**src/mlsq_pkg.sv**
```systemverilog
// Package: shared types and codes of the multi-list stack/queue engine.
`default_nettype none
package mlsq_pkg;
    typedef enum logic [1:0] {
        OP_CREATE = 2'd0,
        OP_PUSH   = 2'd1,
        OP_POP    = 2'd2,
        OP_NONE   = 2'd3
    } op_t;

    typedef enum logic [2:0] {
        ST_OK      = 3'd0,
        ST_NO_LIST = 3'd1,
        ST_EXISTS  = 3'd2,
        ST_EMPTY   = 3'd3,
        ST_FULL    = 3'd4
    } status_t;

    // controller to datapath
    typedef struct packed {
        logic load;    // capture command word
        logic commit;  // apply updates and register result
    } dp_cmd_t;

    // datapath to controller
    typedef struct packed {
        logic busy_unused;
    } dp_stat_t;
endpackage
`default_nettype wire

```
**src/mlsq_ctrl.sv**
```systemverilog
// Controller: sequences capture, execute and result hand-off.
`default_nettype none
module mlsq_ctrl (
    input  wire logic              clk,
    input  wire logic              rst_n,
    input  wire logic              in_valid,
    output logic                   in_ready,
    output logic                   out_valid,
    input  wire logic              out_ready,
    input  wire mlsq_pkg::dp_stat_t stat,
    output mlsq_pkg::dp_cmd_t      cmd
);
    typedef enum logic [1:0] {S_IDLE, S_EXEC, S_OUT} state_t;
    state_t state_reg;

    assign in_ready   = (state_reg == S_IDLE);
    assign out_valid  = (state_reg == S_OUT);
    assign cmd.load   = in_valid && in_ready;
    assign cmd.commit = (state_reg == S_EXEC) && !stat.busy_unused;

    // advance through capture, execute, deliver
    always_ff @(posedge clk or negedge rst_n)
    begin
        if (!rst_n)
        begin
            state_reg <= S_IDLE;
        end
        else
        begin
            unique case (state_reg)
                S_IDLE: if (in_valid) state_reg <= S_EXEC;
                S_EXEC: state_reg <= S_OUT;
                S_OUT:  if (out_ready) state_reg <= S_IDLE;
                default: state_reg <= S_IDLE;
            endcase
        end
    end

    a_exec_after_load: assert property (@(posedge clk) disable iff (!rst_n)
        cmd.load |=> state_reg == S_EXEC) else $error("load not followed by exec");
    a_out_after_exec: assert property (@(posedge clk) disable iff (!rst_n)
        cmd.commit |=> out_valid) else $error("commit not followed by result");
    a_no_accept_busy: assert property (@(posedge clk) disable iff (!rst_n)
        out_valid |-> !in_ready) else $error("accept while result pending");
endmodule
`default_nettype wire

```
**config.mk**
```make
export PLATFORM = sky130hd
export DESIGN_NAME = mlsq_ctrl
export DESIGN_NICKNAME = d
export VERILOG_FILES = /design/src/mlsq_pkg.sv /design/src/mlsq_ctrl.sv
export SDC_FILE = /design/constraint.sdc
export NUM_CORES = 1
export LEC_CHECK = 0
export BUFFER_PORTS_ARGS = -buffer_cell sky130_fd_sc_hd__buf_4
export CAP_MARGIN = 20
export CORE_AREA = 2 2 39 41
export CTS_BUF_LIST = sky130_fd_sc_hd__clkbuf_8 sky130_fd_sc_hd__clkbuf_16
export DETAILED_ROUTE_END_ITERATION = 8
export DIE_AREA = 0 0 41 43
export PLACE_DENSITY = 0.32
export SYNTH_ARGS = -nofsm -noshare
export SYNTH_HDL_FRONTEND = slang
export SYNTH_SLANG_ARGS = --single-unit
```
**constraint.sdc**
```tcl
create_clock -name clk -period 1.14 [get_ports clk]
set_input_delay 0.057 -clock clk [delete_from_list [all_inputs] [get_ports clk]]
set_output_delay 0.057 -clock clk [all_outputs]
set_load 0.02 [all_outputs]
```
-- Word-level counts from Yosys, hierarchy flattened
Cells that the tools add are included.
- add/sub/neg operators: 0
- order comparisons: 0
- multiply operators: 0
- div/mod/pow operators: 0
- muxes and demuxes: 3
- bitwise operators: 0
- eq/ne operators: 4
- reductions and logical operators: 5
- shift-type cells: 0
- operator list (operator ; count):
    $pmux 2 s3 ; 1
    $mux 2 ; 2
    $eq 2x1->1 const B ; 1
    $eq 2x2->1 const B ; 1
    $logic_and 1x1->1 ; 2
    $logic_not 2->1 ; 1
    $ne 2x1->1 const B ; 1
    $ne 2x2->1 const B ; 1
    $reduce_and 2->1 ; 1
    $logic_not 1->1 ; 1
- input bits: 5
- memories kept: 0
- bits in latches: 0
- word-level logic and storage cells: 13
- register bits: 2
- RAM bits: 0
- ROM bits: 0

-- Logic depth before layout (Yosys ltp)
- word-level depth: 3
- depth in mapped cells: 2
- depth with buffers taken out: 2

-- Worst setup path before layout
OpenSTA, ideal clock, no wires.
- path type: reg2out
- from: register state_reg[0]
- to: output port cmd[1] (netlist bit)
- path slack: 182 ps
- cell stages (with the launch flop): 3
- data arrival time: 901 ps
- path through: dfrtp_1 > nor2_2 > and2_1
- RTL lines (element ; line ; text):
    from (decl) ; mlsq_ctrl.sv:14 ; state_t state_reg;
    from (signal assigned) ; mlsq_ctrl.sv:26 ; state_reg <= S_IDLE;
    from (signal assigned) ; mlsq_ctrl.sv:31 ; S_IDLE: if (in_valid) state_reg <= S_EXEC;
    from (signal assigned) ; mlsq_ctrl.sv:32 ; S_EXEC: state_reg <= S_OUT;
    to (decl) ; mlsq_ctrl.sv:11 ; output mlsq_pkg::dp_cmd_t cmd

==> results.toml <==
[clock_tree]
cts_root_buf = "clkbuf_8"
cts_buffer_depth = 2
cts_made_buffers = 3
post_cts_buffers = 0
cts_sinks = 2
clock_latency_ps = 210
cts_tree = "built"
h-tree-depth = 1
ctsResizeCount = 0
clkTransAtPathRegs_ps = 30

[final_layout]
drive_above_1_share_pct = 59.1
final_cell_count_no_fill = 38
area_delta_synth_final_pct = 135
multi_input_area_um2 = 43.8
fin_area_um2 = 229
fin_nets = 29
fillers = 160
antennaDiodeCount = 0
largest_reg_flops = 2
seqCellArea_um2 = 50.0

[status]
status = "finished clean"

[timing]
rsz0062_at_grt = "false"
slew_headroom_pct = 92.0
holdWs_ps = 22.1
tightestPinTransition_ps = 120
slew_viol_final = 0
finalSetupViolCount = 0
fin_skew_ps = 1.00
setup-tns-final_ps = 0
post-route-min-period_ps = 1080
finalCritPeriodShare_pct = 94.5
hold_viol = 0
max_freq_mhz = 929

[power_and_ir_drop]
power-per-cell-area_nw_per_um2 = 2960
peakVddDrop_mv = 0.764
total_power_mw = 0.678
power_leakage_nw = 0.116

[worst_setup_path]
path_cells = "nand2b_1, nor2_1, buf_4"
cp-end-kind = "output port"
crit_arrival_ps = 1020
path_buf_inv = 1
cpMaxStageDelayCell = "dfrtp_1"
required_ps = 1080
cpPeakStageDelay_ps = 380
critPathMaxFanout = 3
start_kind = "register"
worstSetupPathType = "register to output port"
rrSetupSlack_ps = 380
crit_family = "flip-flops"

[synthesis]
syn_inst = 10
synth_top_area_share_pct = 51.3
seq_area_frac_synth_pct = 51.3
avgSynthCellArea_um2 = 9.76
syn_nets = 15
synth_area_um2 = 97.6
synth_cell_types = 7
netlist_top_cells_area = "dfrtp_1 51%, and2_1 13%, nand2b_1 13%"
ys_ff_latch = 2
yosysTopAreaCell = "dfrtp_1"
yosysWarnings = 0

[hold_path]
min_path_type = "primary input to register"

[floorplanning]
fp.dieH_um = 43
dieArea_um2 = 1760
coreArea_um2 = 1380
rows = 14
fp.dieW_um = 41
initial_core_util_pct = 7.05
io_pins = 9

[grt]
grt_max_degree = 4
grt_pass1_wl_um = 462
grt_pass1_vias = 127
grt_use_total_pct = 5.02
antenna_found_initial = 0
grt_overflow = 0

[routing]
vias = 112
dr.pass1.iters = 1
wl_um = 296
ant_nets = 0
drc = 0
avgRoutedWirePerCell_um = 7.79
routed_via_density = 2.95
drt_iter0_markers = 0

[placement]
place_area_um2 = 178
place_congestion = 0.541
port_buffers = 8
placed_cells = 34
place_hpwl_um = 219

[job]
maxCapViolCount = 0
==> through the flow <==
stage | setup WS (ps) | util, %
6_report | 63.0 | 16.5
5_1_grt | 1.40 | 16.5
4_1_cts | 54.1 | 16.5
2_1_floorplan | 182 | -
3_3_place_gp | 289 | 12.8
3_5_place_dp | 277 | 12.8
==> kinds of logic (layout without fill, tap and decap cells) <==
family	Yosys count	in the layout	synth area share (%)
buffers and inverters	1	13	3.84
and+or+nand+nor	6	6	35.9
AOI/OAI and AO/OA	1	1	8.98
DFF	2	2	51.3
==> area by class of cell <==
type / instances / share of cell area [%]
well taps: 16 / 8.74
multi-input cells: 7 / 19.1
inverters: 1 / 1.64
repair buffers: 9 / 30.6
clock buffers: 3 / 18.0
flip-flops and latches: 2 / 21.9
==> timing repair <==
action,CTS,global route
hold buffers,1,0
hold endpoints to repair,2,0
setup endpoints to repair,0,0
==> cell usage in the layout (no fill, tap or decap) <==
cell and instances:
nand2b_1 2, and2_1 2, inv_1 1, nor2_2 1, dfrtp_1 2, o21ai_2 1
nor2_1 1, buf_4 8, clkbuf_8 3, dlygate4sd3_1 1
==> Yosys cell counts, drive strengths merged <==
cell type,n
dfrtp,2
inv,1
and2,2
nand2b,2
o21ai,1
nor2,2
==> power by group <==
| group | total [mW] | switching (mW) | leakage (nW) | internal, mW |
|---|---|---|---|---|
| registers | 0.125 | 0.0232 | 0.0256 | 0.101 |
| logic | 0.277 | 0.151 | 0.0685 | 0.126 |
| clock network | 0.277 | 0.0535 | 0.0216 | 0.223 |
==> worst paths after layout <==
path | from | endpoint | depth (start not counted)
min in group asynchronous | rst_n | state_reg[0]$_DFFE_PN0P_ | 2
max in group asynchronous | rst_n | state_reg[1]$_DFFE_PN0P_ | 2
max | state_reg[1]$_DFFE_PN0P_ | cmd[0] | 3
max reg2reg | state_reg[0]$_DFFE_PN0P_ | state_reg[1]$_DFFE_PN0P_ | 2
min reg2reg | state_reg[0]$_DFFE_PN0P_ | state_reg[1]$_DFFE_PN0P_ | 2
min | out_ready | state_reg[1]$_DFFE_PN0P_ | 2
==> layer usage <==
| metal | wire length [um] | GRT usage, % | vias to the layer above |
|---|---|---|---|
| met1 | 147 | 5.14 | 42 |
| met4 | 22 | 8.00 | 0 |
| li1 | - | - | 55 |
| met3 | 54 | 4.71 | 4 |
| met5 | 0 | 0 | - |
| met2 | 71 | 4.06 | 11 |
Note: power is estimated with default switching activity, not from simulation.
